$ cat src/rtl/core/dspadpcm_pkg.sv
// dspadpcm_pkg: types and fixed constants of the dsp adpcm decoder
// no dependencies; used by the top level, front, queue and back end modules

package dspadpcm_pkg;

    // coefficient register file
    localparam int NUM_COEF   = 8;
    localparam int COEF_IDX_W = 3;
    localparam int CFG_DATA_W = 32;

    // operation codes on the input channel
    localparam logic OP_BYTE  = 1'b0;
    localparam logic OP_START = 1'b1;

    // sample arithmetic
    localparam int FRAC_BITS  = 11;
    localparam int ACC_W      = 34;
    localparam int Q_W        = ACC_W - FRAC_BITS;
    localparam int ROUND_BIAS = 1024;
    localparam logic signed [Q_W-1:0] Q_MAX = Q_W'(32767);
    localparam logic signed [Q_W-1:0] Q_MIN = -Q_W'(32768);
    localparam logic signed [15:0] SAMPLE_MAX = 16'sh7FFF;
    localparam logic signed [15:0] SAMPLE_MIN = 16'sh8000;

    // work kinds handed from front to back
    typedef enum logic
    {
        KIND_LOAD,
        KIND_DECODE
    } entry_kind_t;

    typedef struct packed
    {
        entry_kind_t        kind;
        logic [7:0]         header;
        logic signed [15:0] newer;
        logic signed [15:0] older;
        logic [7:0]         data;
        logic               do_high;
        logic               do_low;
        logic               mark_last;
    } queue_entry_t;

    typedef struct packed
    {
        logic                  we;
        logic [COEF_IDX_W-1:0] index;
        logic [CFG_DATA_W-1:0] data;
    } cfg_write_t;

endpackage

$ cat src/rtl/core/dspadpcm_if.sv
// dspadpcm_if: valid/ready channel interfaces for stream bytes and pcm samples
// depends on nothing but plain logic types

interface dspadpcm_in_if;
    logic               valid;
    logic               ready;
    logic               operation;
    logic [7:0]         data_byte;
    logic signed [15:0] history_newer;
    logic signed [15:0] history_older;
    logic [2:0]         start_position;
    logic               skip_high;
    logic               stop_after_high;
    logic               last_byte;

    modport source
    (
        output valid, operation, data_byte, history_newer, history_older,
               start_position, skip_high, stop_after_high, last_byte,
        input  ready
    );

    modport sink
    (
        input  valid, operation, data_byte, history_newer, history_older,
               start_position, skip_high, stop_after_high, last_byte,
        output ready
    );
endinterface

interface dspadpcm_out_if;
    logic               valid;
    logic               ready;
    logic signed [15:0] sample;
    logic               last;

    modport source
    (
        output valid, sample, last,
        input  ready
    );

    modport sink
    (
        input  valid, sample, last,
        output ready
    );
endinterface

$ cat src/rtl/core/dsp_adpcm_decoder_unit.sv
// dsp_adpcm_decoder_unit: top level of the 4-bit dsp adpcm decoder
// depends on dspadpcm_pkg, dspadpcm_if, dspadpcm_front, dspadpcm_queue, dspadpcm_back
//
//   channel   direction  handshake           beat carries
//   stream    in         valid / ready       one stream byte or a start item
//   pcm       out        valid / ready       one 16-bit sample with last flag
//   cfg       in         cfg_we (no stall)   one coefficient pair write
//
// the predictor makes one sample at a time; a two-sample byte holds the queue head
// until its second sample; a start only loads history, header bytes never reach the
// back end, and the multiply-accumulate, fed by its own history, sets the rate; a
// beat's first sample passes the queue slot, then the output register, before it
// shows on pcm; the work queue holds QUEUE_DEPTH entries, so the input takes that
// many work beats while the output is stalled, then ready drops until the back end
// pops; reset clears history, frame position, header, coefficients and the queue

module dsp_adpcm_decoder_unit
#(
    parameter int QUEUE_DEPTH = 2
)
(
    input  logic                                     clk,
    input  logic                                     rst_n,
    input  logic                                     cfg_we,
    input  logic [dspadpcm_pkg::COEF_IDX_W-1:0]      cfg_index,
    input  logic [dspadpcm_pkg::CFG_DATA_W-1:0]      cfg_data,
    dspadpcm_in_if.sink                              stream,
    dspadpcm_out_if.source                           pcm
);

    dspadpcm_pkg::cfg_write_t   cfg;
    dspadpcm_pkg::queue_entry_t push_entry;
    dspadpcm_pkg::queue_entry_t head_entry;
    logic                       push;
    logic                       q_full;
    logic                       pop;
    logic                       head_valid;

    // bundle the configuration write
    assign cfg.we    = cfg_we;
    assign cfg.index = cfg_index;
    assign cfg.data  = cfg_data;

    dspadpcm_front u_front
    (
        .clk        (clk),
        .rst_n      (rst_n),
        .stream     (stream),
        .q_full     (q_full),
        .push       (push),
        .push_entry (push_entry)
    );

    dspadpcm_queue
    #(
        .DEPTH (QUEUE_DEPTH)
    )
    u_queue
    (
        .clk        (clk),
        .rst_n      (rst_n),
        .push       (push),
        .push_entry (push_entry),
        .full       (q_full),
        .pop        (pop),
        .head_valid (head_valid),
        .head_entry (head_entry)
    );

    dspadpcm_back u_back
    (
        .clk        (clk),
        .rst_n      (rst_n),
        .cfg        (cfg),
        .head_valid (head_valid),
        .head_entry (head_entry),
        .pop        (pop),
        .pcm        (pcm)
    );

endmodule

$ cat src/rtl/core/dspadpcm_front.sv
// dspadpcm_front: accepts stream beats, tracks frame position and header
// depends on dspadpcm_pkg and dspadpcm_in_if

module dspadpcm_front
(
    input  logic                       clk,
    input  logic                       rst_n,
    dspadpcm_in_if.sink                stream,
    input  logic                       q_full,
    output logic                       push,
    output dspadpcm_pkg::queue_entry_t push_entry
);

    logic [2:0] pos_reg;
    logic [2:0] pos_next;
    logic [7:0] header_reg;
    logic [7:0] header_next;
    logic       accept;
    logic       is_start;
    logic       is_header;
    logic       has_sample;

    // take a beat whenever the queue has room
    assign stream.ready = !q_full;
    assign accept       = stream.valid && !q_full;
    assign is_start     = (stream.operation == dspadpcm_pkg::OP_START);
    assign is_header    = !is_start && (pos_reg == 3'd0);
    assign has_sample   = !stream.skip_high || !stream.stop_after_high;

    // only starts and sample-bearing bytes reach the back end
    assign push = accept && (is_start || (!is_header && has_sample));

    // classify the beat into a queue entry
    always_comb
    begin
        push_entry.kind      = is_start ? dspadpcm_pkg::KIND_LOAD
                                        : dspadpcm_pkg::KIND_DECODE;
        push_entry.header    = header_reg;
        push_entry.newer     = stream.history_newer;
        push_entry.older     = stream.history_older;
        push_entry.data      = stream.data_byte;
        push_entry.do_high   = !stream.skip_high;
        push_entry.do_low    = !stream.stop_after_high;
        push_entry.mark_last = stream.last_byte || stream.stop_after_high;
    end

    // frame position and header tracking
    always_comb
    begin
        pos_next    = pos_reg;
        header_next = header_reg;
        if (accept)
        begin
            if (is_start)
            begin
                pos_next    = stream.start_position;
                header_next = stream.data_byte;
            end
            else
            begin
                pos_next = pos_reg + 3'd1;
                if (is_header)
                begin
                    header_next = stream.data_byte;
                end
            end
        end
    end

    always_ff @(posedge clk or negedge rst_n)
    begin
        if (!rst_n)
        begin
            pos_reg    <= 3'd0;
            header_reg <= 8'd0;
        end
        else
        begin
            pos_reg    <= pos_next;
            header_reg <= header_next;
        end
    end

endmodule

$ cat src/rtl/core/dspadpcm_queue.sv
// dspadpcm_queue: short fifo of work entries between front and back end
// depends on dspadpcm_pkg

module dspadpcm_queue
#(
    parameter int DEPTH = 2
)
(
    input  logic                       clk,
    input  logic                       rst_n,
    input  logic                       push,
    input  dspadpcm_pkg::queue_entry_t push_entry,
    output logic                       full,
    input  logic                       pop,
    output logic                       head_valid,
    output dspadpcm_pkg::queue_entry_t head_entry
);

    localparam int PTR_W = (DEPTH > 1) ? $clog2(DEPTH) : 1;
    localparam int CNT_W = $clog2(DEPTH + 1);

    dspadpcm_pkg::queue_entry_t slot_reg [DEPTH];
    logic [PTR_W-1:0] wr_ptr_reg;
    logic [PTR_W-1:0] wr_ptr_next;
    logic [PTR_W-1:0] rd_ptr_reg;
    logic [PTR_W-1:0] rd_ptr_next;
    logic [CNT_W-1:0] count_reg;
    logic [CNT_W-1:0] count_next;

    assign full       = (count_reg == CNT_W'(DEPTH));
    assign head_valid = (count_reg != '0);
    assign head_entry = slot_reg[rd_ptr_reg];

    // pointer and fill count update
    always_comb
    begin
        wr_ptr_next = wr_ptr_reg;
        rd_ptr_next = rd_ptr_reg;
        count_next  = count_reg;
        if (push)
        begin
            wr_ptr_next = (wr_ptr_reg == PTR_W'(DEPTH - 1)) ? '0 : wr_ptr_reg + 1'b1;
        end
        if (pop)
        begin
            rd_ptr_next = (rd_ptr_reg == PTR_W'(DEPTH - 1)) ? '0 : rd_ptr_reg + 1'b1;
        end
        if (push && !pop)
        begin
            count_next = count_reg + 1'b1;
        end
        else if (pop && !push)
        begin
            count_next = count_reg - 1'b1;
        end
    end

    always_ff @(posedge clk or negedge rst_n)
    begin
        if (!rst_n)
        begin
            wr_ptr_reg <= '0;
            rd_ptr_reg <= '0;
            count_reg  <= '0;
        end
        else
        begin
            wr_ptr_reg <= wr_ptr_next;
            rd_ptr_reg <= rd_ptr_next;
            count_reg  <= count_next;
        end
    end

    // entry storage
    always_ff @(posedge clk)
    begin
        if (push)
        begin
            slot_reg[wr_ptr_reg] <= push_entry;
        end
    end

endmodule

$ cat src/rtl/core/dspadpcm_back.sv
// dspadpcm_back: coefficient registers, history and a predictor making one sample
// per cycle unless pcm stalls; depends on dspadpcm_pkg and dspadpcm_out_if

module dspadpcm_back
(
    input  logic                       clk,
    input  logic                       rst_n,
    input  dspadpcm_pkg::cfg_write_t   cfg,
    input  logic                       head_valid,
    input  dspadpcm_pkg::queue_entry_t head_entry,
    output logic                       pop,
    dspadpcm_out_if.source             pcm
);

    logic [dspadpcm_pkg::CFG_DATA_W-1:0] coef_reg [dspadpcm_pkg::NUM_COEF];
    logic signed [15:0] newer_reg;
    logic signed [15:0] newer_next;
    logic signed [15:0] older_reg;
    logic signed [15:0] older_next;
    logic               phase_reg;
    logic               phase_next;
    logic               out_valid_reg;
    logic               out_valid_next;
    logic signed [15:0] out_sample_reg;
    logic               out_last_reg;

    logic [dspadpcm_pkg::CFG_DATA_W-1:0] pair;
    logic signed [15:0] c0;
    logic signed [15:0] c1;
    logic               nib_high;
    logic [3:0]         nibble;
    logic signed [3:0]  nib_s;
    logic               final_sample;
    logic               can_emit;
    logic               fire_load;
    logic               fire_decode;
    logic [4:0]         shift_amt;
    logic signed [31:0] prod0;
    logic signed [31:0] prod1;
    logic signed [dspadpcm_pkg::ACC_W-1:0] scaled;
    logic signed [dspadpcm_pkg::ACC_W-1:0] acc;
    logic signed [dspadpcm_pkg::Q_W-1:0]   quot;
    logic signed [15:0] sat;

    // coefficient register writes
    always_ff @(posedge clk or negedge rst_n)
    begin
        if (!rst_n)
        begin
            for (int i = 0; i < dspadpcm_pkg::NUM_COEF; i++)
            begin
                coef_reg[i] <= '0;
            end
        end
        else if (cfg.we)
        begin
            coef_reg[cfg.index] <= cfg.data;
        end
    end

    // nibble selection and handshake with the output register
    assign pair         = coef_reg[head_entry.header[6:4]];
    assign c0           = $signed(pair[15:0]);
    assign c1           = $signed(pair[31:16]);
    assign nib_high     = head_entry.do_high && !phase_reg;
    assign nibble       = nib_high ? head_entry.data[7:4] : head_entry.data[3:0];
    assign nib_s        = $signed(nibble);
    assign final_sample = !nib_high || !head_entry.do_low;
    assign can_emit     = !out_valid_reg || pcm.ready;
    assign fire_load    = head_valid && (head_entry.kind == dspadpcm_pkg::KIND_LOAD);
    assign fire_decode  = head_valid && (head_entry.kind == dspadpcm_pkg::KIND_DECODE)
                          && can_emit;
    assign pop          = fire_load || (fire_decode && final_sample);

    // predictor: scaled nibble plus rounding plus two coefficient products
    assign shift_amt = {1'b0, head_entry.header[3:0]} + 5'(dspadpcm_pkg::FRAC_BITS);
    assign prod0     = c0 * newer_reg;
    assign prod1     = c1 * older_reg;
    assign scaled    = dspadpcm_pkg::ACC_W'(nib_s) <<< shift_amt;
    assign acc       = scaled
                       + dspadpcm_pkg::ACC_W'(dspadpcm_pkg::ROUND_BIAS)
                       + dspadpcm_pkg::ACC_W'(prod0)
                       + dspadpcm_pkg::ACC_W'(prod1);
    assign quot      = $signed(acc[dspadpcm_pkg::ACC_W-1:dspadpcm_pkg::FRAC_BITS]);

    // saturate to 16 bits
    always_comb
    begin
        if (quot > dspadpcm_pkg::Q_MAX)
        begin
            sat = dspadpcm_pkg::SAMPLE_MAX;
        end
        else if (quot < dspadpcm_pkg::Q_MIN)
        begin
            sat = dspadpcm_pkg::SAMPLE_MIN;
        end
        else
        begin
            sat = quot[15:0];
        end
    end

    // history, nibble phase and output valid
    always_comb
    begin
        newer_next     = newer_reg;
        older_next     = older_reg;
        phase_next     = phase_reg;
        out_valid_next = out_valid_reg && !pcm.ready;
        if (fire_load)
        begin
            newer_next = head_entry.newer;
            older_next = head_entry.older;
        end
        else if (fire_decode)
        begin
            newer_next     = sat;
            older_next     = newer_reg;
            phase_next     = !final_sample;
            out_valid_next = 1'b1;
        end
    end

    always_ff @(posedge clk or negedge rst_n)
    begin
        if (!rst_n)
        begin
            newer_reg     <= '0;
            older_reg     <= '0;
            phase_reg     <= 1'b0;
            out_valid_reg <= 1'b0;
        end
        else
        begin
            newer_reg     <= newer_next;
            older_reg     <= older_next;
            phase_reg     <= phase_next;
            out_valid_reg <= out_valid_next;
        end
    end

    // output beat payload
    always_ff @(posedge clk)
    begin
        if (fire_decode)
        begin
            out_sample_reg <= sat;
            out_last_reg   <= head_entry.mark_last && final_sample;
        end
    end

    assign pcm.valid  = out_valid_reg;
    assign pcm.sample = out_sample_reg;
    assign pcm.last   = out_last_reg;

endmodule

$ cat src/flat_wrapper.sv
// flat-port wrapper written by rule: the top's interface ports become plain ports
module dsp_adpcm_decoder_unit_flat 
#(
    parameter int QUEUE_DEPTH = 2
)
  (clk, rst_n, cfg_we, cfg_index, cfg_data, stream_valid, stream_operation, stream_data_byte, stream_history_newer, stream_history_older, stream_start_position, stream_skip_high, stream_stop_after_high, stream_last_byte, stream_ready, pcm_valid, pcm_sample, pcm_last, pcm_ready);
  dspadpcm_in_if stream_i ();
  dspadpcm_out_if pcm_i ();
  input  logic clk;
  input  logic rst_n;
  input  logic cfg_we;
  input  logic [dspadpcm_pkg::COEF_IDX_W-1:0] cfg_index;
  input  logic [dspadpcm_pkg::CFG_DATA_W-1:0] cfg_data;
  input wire logic [$bits(stream_i.valid)-1:0] stream_valid;
  input wire logic [$bits(stream_i.operation)-1:0] stream_operation;
  input wire logic [$bits(stream_i.data_byte)-1:0] stream_data_byte;
  input wire logic [$bits(stream_i.history_newer)-1:0] stream_history_newer;
  input wire logic [$bits(stream_i.history_older)-1:0] stream_history_older;
  input wire logic [$bits(stream_i.start_position)-1:0] stream_start_position;
  input wire logic [$bits(stream_i.skip_high)-1:0] stream_skip_high;
  input wire logic [$bits(stream_i.stop_after_high)-1:0] stream_stop_after_high;
  input wire logic [$bits(stream_i.last_byte)-1:0] stream_last_byte;
  output wire logic [$bits(stream_i.ready)-1:0] stream_ready;
  output wire logic [$bits(pcm_i.valid)-1:0] pcm_valid;
  output wire logic [$bits(pcm_i.sample)-1:0] pcm_sample;
  output wire logic [$bits(pcm_i.last)-1:0] pcm_last;
  input wire logic [$bits(pcm_i.ready)-1:0] pcm_ready;
  assign stream_i.valid = stream_valid;
  assign stream_i.operation = stream_operation;
  assign stream_i.data_byte = stream_data_byte;
  assign stream_i.history_newer = stream_history_newer;
  assign stream_i.history_older = stream_history_older;
  assign stream_i.start_position = stream_start_position;
  assign stream_i.skip_high = stream_skip_high;
  assign stream_i.stop_after_high = stream_stop_after_high;
  assign stream_i.last_byte = stream_last_byte;
  assign stream_ready = stream_i.ready;
  assign pcm_valid = pcm_i.valid;
  assign pcm_sample = pcm_i.sample;
  assign pcm_last = pcm_i.last;
  assign pcm_i.ready = pcm_ready;
  dsp_adpcm_decoder_unit #(.QUEUE_DEPTH(QUEUE_DEPTH)) u_core (.clk(clk), .rst_n(rst_n), .cfg_we(cfg_we), .cfg_index(cfg_index), .cfg_data(cfg_data), .stream(stream_i), .pcm(pcm_i));
endmodule
$ cat config.mk
export PLATFORM = sky130hd
export DESIGN_NAME = dsp_adpcm_decoder_unit_flat
export DESIGN_NICKNAME = d
export VERILOG_FILES = /design/src/rtl/core/dspadpcm_pkg.sv /design/src/rtl/core/dspadpcm_if.sv /design/src/rtl/core/dsp_adpcm_decoder_unit.sv /design/src/rtl/core/dspadpcm_front.sv /design/src/rtl/core/dspadpcm_queue.sv /design/src/rtl/core/dspadpcm_back.sv /design/src/flat_wrapper.sv
export SDC_FILE = /design/constraint.sdc
export NUM_CORES = 2
export LEC_CHECK = 0
export BUFFER_PORTS_ARGS = -buffer_cell sky130_fd_sc_hd__buf_4
export CORE_MARGIN = 1
export CORE_UTILIZATION = 55
export CTS_CLUSTER_DIAMETER = 40
export DETAILED_ROUTE_END_ITERATION = 10
export GPL_TIMING_DRIVEN = 0
export PLACE_DENSITY = 0.71
export SETUP_SLACK_MARGIN = 0.02
export SLEW_MARGIN = 15
export SYNTH_ARGS = -nofsm -noshare
export SYNTH_HDL_FRONTEND = slang
export SYNTH_SLANG_ARGS = --single-unit
$ cat constraint.sdc
create_clock -name clk -period 22.5 [get_ports clk]
set_input_delay 1.125 -clock clk [delete_from_list [all_inputs] [get_ports clk]]
set_output_delay 1.125 -clock clk [all_outputs]
set_load 0.05 [all_outputs]
# == Word level (Yosys, flattened, before mapping) ==
# Memory sizes are Yosys's and may differ from the RTL's.
# Cells that the tools add are included.
# totals
in_bits,87
ramBits,104
reg_bits,322
n_memories,1
wordCells,107
# mem_list
name,words,width,rd,rd_clocked_by_memory_dff,write_ports,line_no,source
u_core.u_queue.slot_reg,2,52,1,0,1,dspadpcm_queue.sv:22,dspadpcm_pkg::queue_entry_t slot_reg [DEPTH];
# op_classes
shift,1
n_reduce_logical,40
magnitude_cmp,5
n_eq_ne,1
mux,25
multipliers,2
bitwise_logic,4
n_addsub,9
# ops
operator,count
bitwise mux 256 bit,1
binary-select mux 32 bit (select 3 bit),1
demux 32 bit (select 3 bit),1
2-to-1 mux 16 bit,6
2-to-1 mux 32 bit,3
adder 34 x 32 -> 34 bit,2
multiplier 16 x 16 -> 32 bit,2
"adder 34 x 12 -> 34 bit, second input constant",1
<<< shifter 4 x 5 -> 34 bit,1
"greater-than comparator 23 x 16 -> 1 bit, second input constant",1
"less-than comparator 23 x 16 -> 1 bit, second input constant",1
2-to-1 mux 8 bit,2
logical AND 1 bit,14
logical NOT 1 bit,13
"greater-or-equal comparator 4 bit, second input constant",2
NOT 3 -> 4 bit,2
nonzero test 2 bit,4
2-to-1 mux 1 bit,7
logical OR 1 bit,6
"adder 4 x 4 -> 5 bit, second input constant",1
"less-than comparator 4 x 1 -> 1 bit, second input constant",1
2-to-1 mux 2 bit,2
2-to-1 mux 4 bit,1
AND reduction 2 bit,2
other kinds (8),10

# == Longest topological paths before layout ==
# An unclocked memory read counts as a cell.
# depth
depth_word,13
depth_mapped,37

# == By module ==
# From an unflattened synthesis, not the netlist that was laid out.
# hier_totals
hier_cells,3564
hier_area_um2,41063.1
# modules_own_cells
mod,seq_area_each_um2,area_per_inst_um2,n_inst,cells_per_inst
dspadpcm_back,7767.4,35982.0,1,3299
dspadpcm_queue,3223.1,4192.8,1,178
dspadpcm_front,275.3,888.4,1,87

# == Worst setup path before layout ==
# OpenSTA, ideal clock, no wires.
# synth_path
kind,reg2reg
startpoint,register u_core.u_queue.rd_ptr_reg
endpoint,"register u_core.u_back.out_sample_reg[13], in the netlist u_core.u_back.pcm.sample[13] (data pin)"
path_buffers,7
arrival_time_ps,10069
setup_slack_ps,12168
path_stages_with_launch,37
t_required_ps,22237
period_less_slack_ps,10332
path_cell_list,dfrtp_1 > buf_4 > buf_2 > a21oi_2 > buf_2 > buf_2 > mux4_2 > mux2_2 > buf_2 > nand2_1 > inv_1 > fa_1 > inv_1 > fa_1 > inv_1 > fa_1 > inv_1 > fa_1 > fa_1 > inv_1 > fa_1 > fa_1 > inv_1 > fa_1 > inv_1 > ha_1 > buf_6 > a211oi_1 > o21ai_0 > a22oi_1 > o21ai_0 > o21ai_1 > xor2_1 > nand4_1 > o31ai_4 > buf_6 > o21ai_1
# synth_between
elab_chain_cells,11
elab_cells_between_ends,18
# synth_lines
element,line_no,source
"start, declared",dspadpcm_queue.sv:25,logic [PTR_W-1:0] rd_ptr_reg;
"start signal, assigned",dspadpcm_queue.sv:69,rd_ptr_reg <= rd_ptr_next;
memory (2 x 52 bit) *,-,
NOT 3 -> 4 bit (implied by the code),dspadpcm_back.sv:62,assign pair = coef_reg[head_entry.header[6:4]];
binary-select mux 32 bit (select 3 bit),dspadpcm_back.sv:62,
2-to-1 mux 32 bit (implied by the code) (2 in a row),dspadpcm_back.sv:62,
multiplier 16 x 16 -> 32 bit,dspadpcm_back.sv:77,assign prod0 = c0 * newer_reg;
adder 34 x 32 -> 34 bit,dspadpcm_back.sv:82,+ dspadpcm_pkg::ACC_W'(prod0)
adder 34 x 32 -> 34 bit *,dspadpcm_back.sv:83,+ dspadpcm_pkg::ACC_W'(prod1);
less-than comparator 23 x 16 -> 1 bit,dspadpcm_back.sv:93,else if (quot < dspadpcm_pkg::Q_MIN)
2-to-1 mux 16 bit,dspadpcm_back.sv:93,
2-to-1 mux 16 bit *,dspadpcm_back.sv:89,if (quot > dspadpcm_pkg::Q_MAX)
via u_core.u_back.sat[13],dspadpcm_back.sv:43,logic signed [15:0] sat;
"end signal, assigned",dspadpcm_back.sv:147,out_sample_reg <= sat;
"end, declared",dspadpcm_back.sv:24,logic signed [15:0] out_sample_reg;
# Mark *: on every way through the listed nets, which the timed path passes. The rest lies on a longest branch. The select of a mux whose other input is x is not followed.
# A chain may end at the register's enable or synchronous reset.

# == Final worst setup path ==
# layout_path
startpoint,register u_core.u_queue.rd_ptr_reg
endpoint,"register u_core.u_back.out_sample_reg[11], in the netlist u_core.u_back.pcm.sample[11] (data pin)"
# Same word-level chain as after synthesis.

==> results.toml <==
[outcome]
status = "finished, violations left"
violated_checks = "DRC"

[critical_path]
path_max_fanout = 10
cp.arrival_ns = 13.34
timing.critical_path.required_ns = 22.87
end_kind = "flop"
cp_common_cell = "sky130_fd_sc_hd__fa_1"
crit_path_top_delay_cell = "sky130_fd_sc_hd__a21oi_2"
cpPeakStageDelay_ns = 0.90
rrSetupSlack_ns = 9.53
critPathLaunchType = "flop"
setup.worst_path.class = "flop to flop"

[cts]
cts_setup_buffers = 0
clockBufferDepth = 3
hold_bufs_inserted_after_cts = 0
cts_sinks = 423
cts_repair_resize_count = 0
cts_tree = "built"
clk_root_buffer_cell = "sky130_fd_sc_hd__clkbuf_16"
htreeDepth = 2
clkLatencyLatePin_ns = 0.63
numCtsBuffers = 57
clk_transition_reported_paths_ns = 0.06

[timing]
layout_min_cycle_time_ns = 12.97
setup_violations = 0
timing_worst_slew_pin_value_ns = 1.26
period_share_pct = 57.6
timing.final.max_slew_violations = 0
rsz_0062_raised_after_global_routing = "false"
finalSetupTns_ns = 0
worst_slew_margin_rel_pct = 15.9
timing.final.hold_violations = 0
finClkSkew_ns = 0.0432
fmax_ghz = 0.0771

[global_routing]
globalRoute.busiestLayer = "met2"
track_usage_pct = 29.1
met2_usage_pct = 45.6
grt_pass1_vias = 28500
antenna_found_initial = 0
grt_max_degree = 95
groute.layer.met3.usage_pct = 5.87
overflow = 0
use_met1_pct = 40.3
grt_pass1_wl_um = 165000

[cells_and_area]
layout.cell_area.non_filler_um2 = 45200
largest_reg_flops = 256
final_net_count = 4644
drive_above_1_share_pct = 17.9
layout_area_overhead_pct = 10.1
fin_util_pct = 61.6

[synthesis]
ys_top_cells_by_area = "sky130_fd_sc_hd__fa_1, sky130_fd_sc_hd__dfrtp_1, sky130_fd_sc_hd__edfxtp_1"
mappedNetlistArea_um2 = 41000
synth.area.mux_share_pct = 13.1
synth_seq_cells = 423
syn_avg_cell_area_um2 = 11.4
synth_simple_gate_area_share_pct = 9.47
synth_compound_gate_area_share_pct = 4.94
synthTopCellsByCount = "sky130_fd_sc_hd__inv_1, sky130_fd_sc_hd__fa_1, sky130_fd_sc_hd__dfrtp_1"
synth_top_area_cell = "sky130_fd_sc_hd__fa_1"
post_synth_xor_area_fraction_pct = 0.931
synth_cells = 3595
synth.distinct_cells = 84
synth_flop_cell = "sky130_fd_sc_hd__dfrtp_1"
synth-edff-count = 119
yosys.area_share.adder_pct = 36.0
most_instantiated_library_cell_after_synthesis = "sky130_fd_sc_hd__inv_1"
yosys.area.top_type_share_pct = 31.7
synth_async_sr_flop_share_pct = 71.9
ys_warn_count = 0
main_combinational_cell_family_by_area_after_synthesis = "adder cells"
seq_area_frac_synth_pct = 27.3

[floorplanning]
start_util_pct = 55.9
chipWidth_um = 275
io_pins = 106
die_area_um2 = 75700
placeableCoreArea_um2 = 73300
fp.dieH_um = 275
placement_rows = 99

[placement]
postPlaceCellArea_um2 = 43100
gp_routability_congestion = 0.937
io_buffers = 101
dp_hpwl_um = 85400

[routing]
firstDrtPassIters = 9
vias_per_inst = 5.61
ant_nets = 0
wl_um = 104000
drc_errors = 6
wire_per_inst_um = 21.7
detailedRoute.firstIterationViolations = 1742
vias = 26800

[hold_path]
hp-class = "input pin to asynchronous set/reset pin"

[job]
maxCapViolations = 0
## final timing paths
check / start / endpoint / cells after the start
min in group clk: u_core.u_front.header_reg[6] / u_core.u_queue.slot_reg[0][49] / 0
worst min-delay path: rst_n / u_core.u_back.coef_reg[45] / 1
worst max-delay path: u_core.u_queue.rd_ptr_reg / u_core.u_back.pcm.sample[11] / 33
worst max register to register: u_core.u_queue.rd_ptr_reg / u_core.u_back.pcm.sample[11] / 33
worst min register to register: u_core.u_front.header_reg[6] / u_core.u_queue.slot_reg[0][49] / 0
max in group asynchronous: rst_n / u_core.u_front.header_reg[5] / 3
## per-layer routing
| metal | vias up | share of wire [%] |
|---|---|---|
| met1 | 13900 | 42 |
| met3 | 220 | 8.1 |
| met4 | 0 | 4.2 |
| met2 | 959 | 46 |
| li1 | 11800 | - |
| met5 | - | 0 |
## stage by stage
step | std cells | setup slack [ns] | hold slack, ns
after global placement | 4657 | 9.12 | 0.443
final | 4778 | 9.53 | 0.412
after floorplan | 3597 | 12.17 | 0.437
after detailed placement | 4666 | 9.19 | 0.453
after global routing | 4774 | 9.12 | 0.420
after CTS | 4774 | 9.15 | 0.398
## kinds of logic (layout without fill, tap and decap cells)
kind of cell / Yosys count / after routing
buffers and inverters: 880 / 1098
adder cells (fa/ha/maj): 791 / 791
AND/OR/NAND/NOR: 769 / 769
flip-flops: 423 / 423
multiplexers: 416 / 416
AO/OA/AOI/OAI: 273 / 273
XOR/XNOR: 41 / 41
other: 2 / 8
## critical path, delay by kind of cell, from the launching register on
kind / cells / cell delay, ns
adders and majority gates: 9 / 4.40
buffers and inverters: 11 / 2.76
AOI/OAI and AO/OA: 8 / 2.62
muxes: 2 / 1.23
and+or+nand+nor: 2 / 0.79
DFF: 1 / 0.54
xor gates and xnor gates: 1 / 0.33
## cells in the final DEF, fill, tap and decap left out, drive strengths merged, types with 5 or more instances in the layout
| cell type | n |
|---|---|
| a221o | 18 |
| xor2 | 11 |
| nand2b | 44 |
| o21a | 7 |
| nand4 | 19 |
| buf | 163 |
| fa | 650 |
| o21ai | 57 |
| a221oi | 8 |
| a21oi | 70 |
| bufinv | 6 |
| a211oi | 5 |
| nand2 | 291 |
| nor2 | 86 |
| o22ai | 6 |
| mux2i | 57 |
| mux4 | 65 |
| a31oi | 21 |
| or2 | 10 |
| mux2 | 294 |
| a21o | 12 |
| nand3 | 17 |
| a21boi | 6 |
| ha | 141 |
| xnor2 | 30 |
| a22oi | 18 |
| clkinv | 18 |
| o211ai | 5 |
| edfxtp | 119 |
| clkinvlp | 5 |
| dfrtp | 304 |
| inv | 735 |
| nor2b | 70 |
| o21bai | 8 |
| and2 | 193 |
| or3 | 8 |
| clkbuf | 171 |
| nor3 | 13 |
## cell type report
class | count | area [um2]
fillers | 5928 | 28200
multi-input cells | 2294 | 26500
flip-flops and latches | 423 | 11200
inverters | 718 | 2700
clock buffers | 62 | 1470
well taps | 959 | 1200
repair buffers | 110 | 897
plain buffers | 162 | 701
clock inverters | 46 | 553
diodes | 4 | 10.0
Power is left out: the tool's default activity adds up to more than one toggle a clock period on the data nets, which glitch-free logic cannot reach.
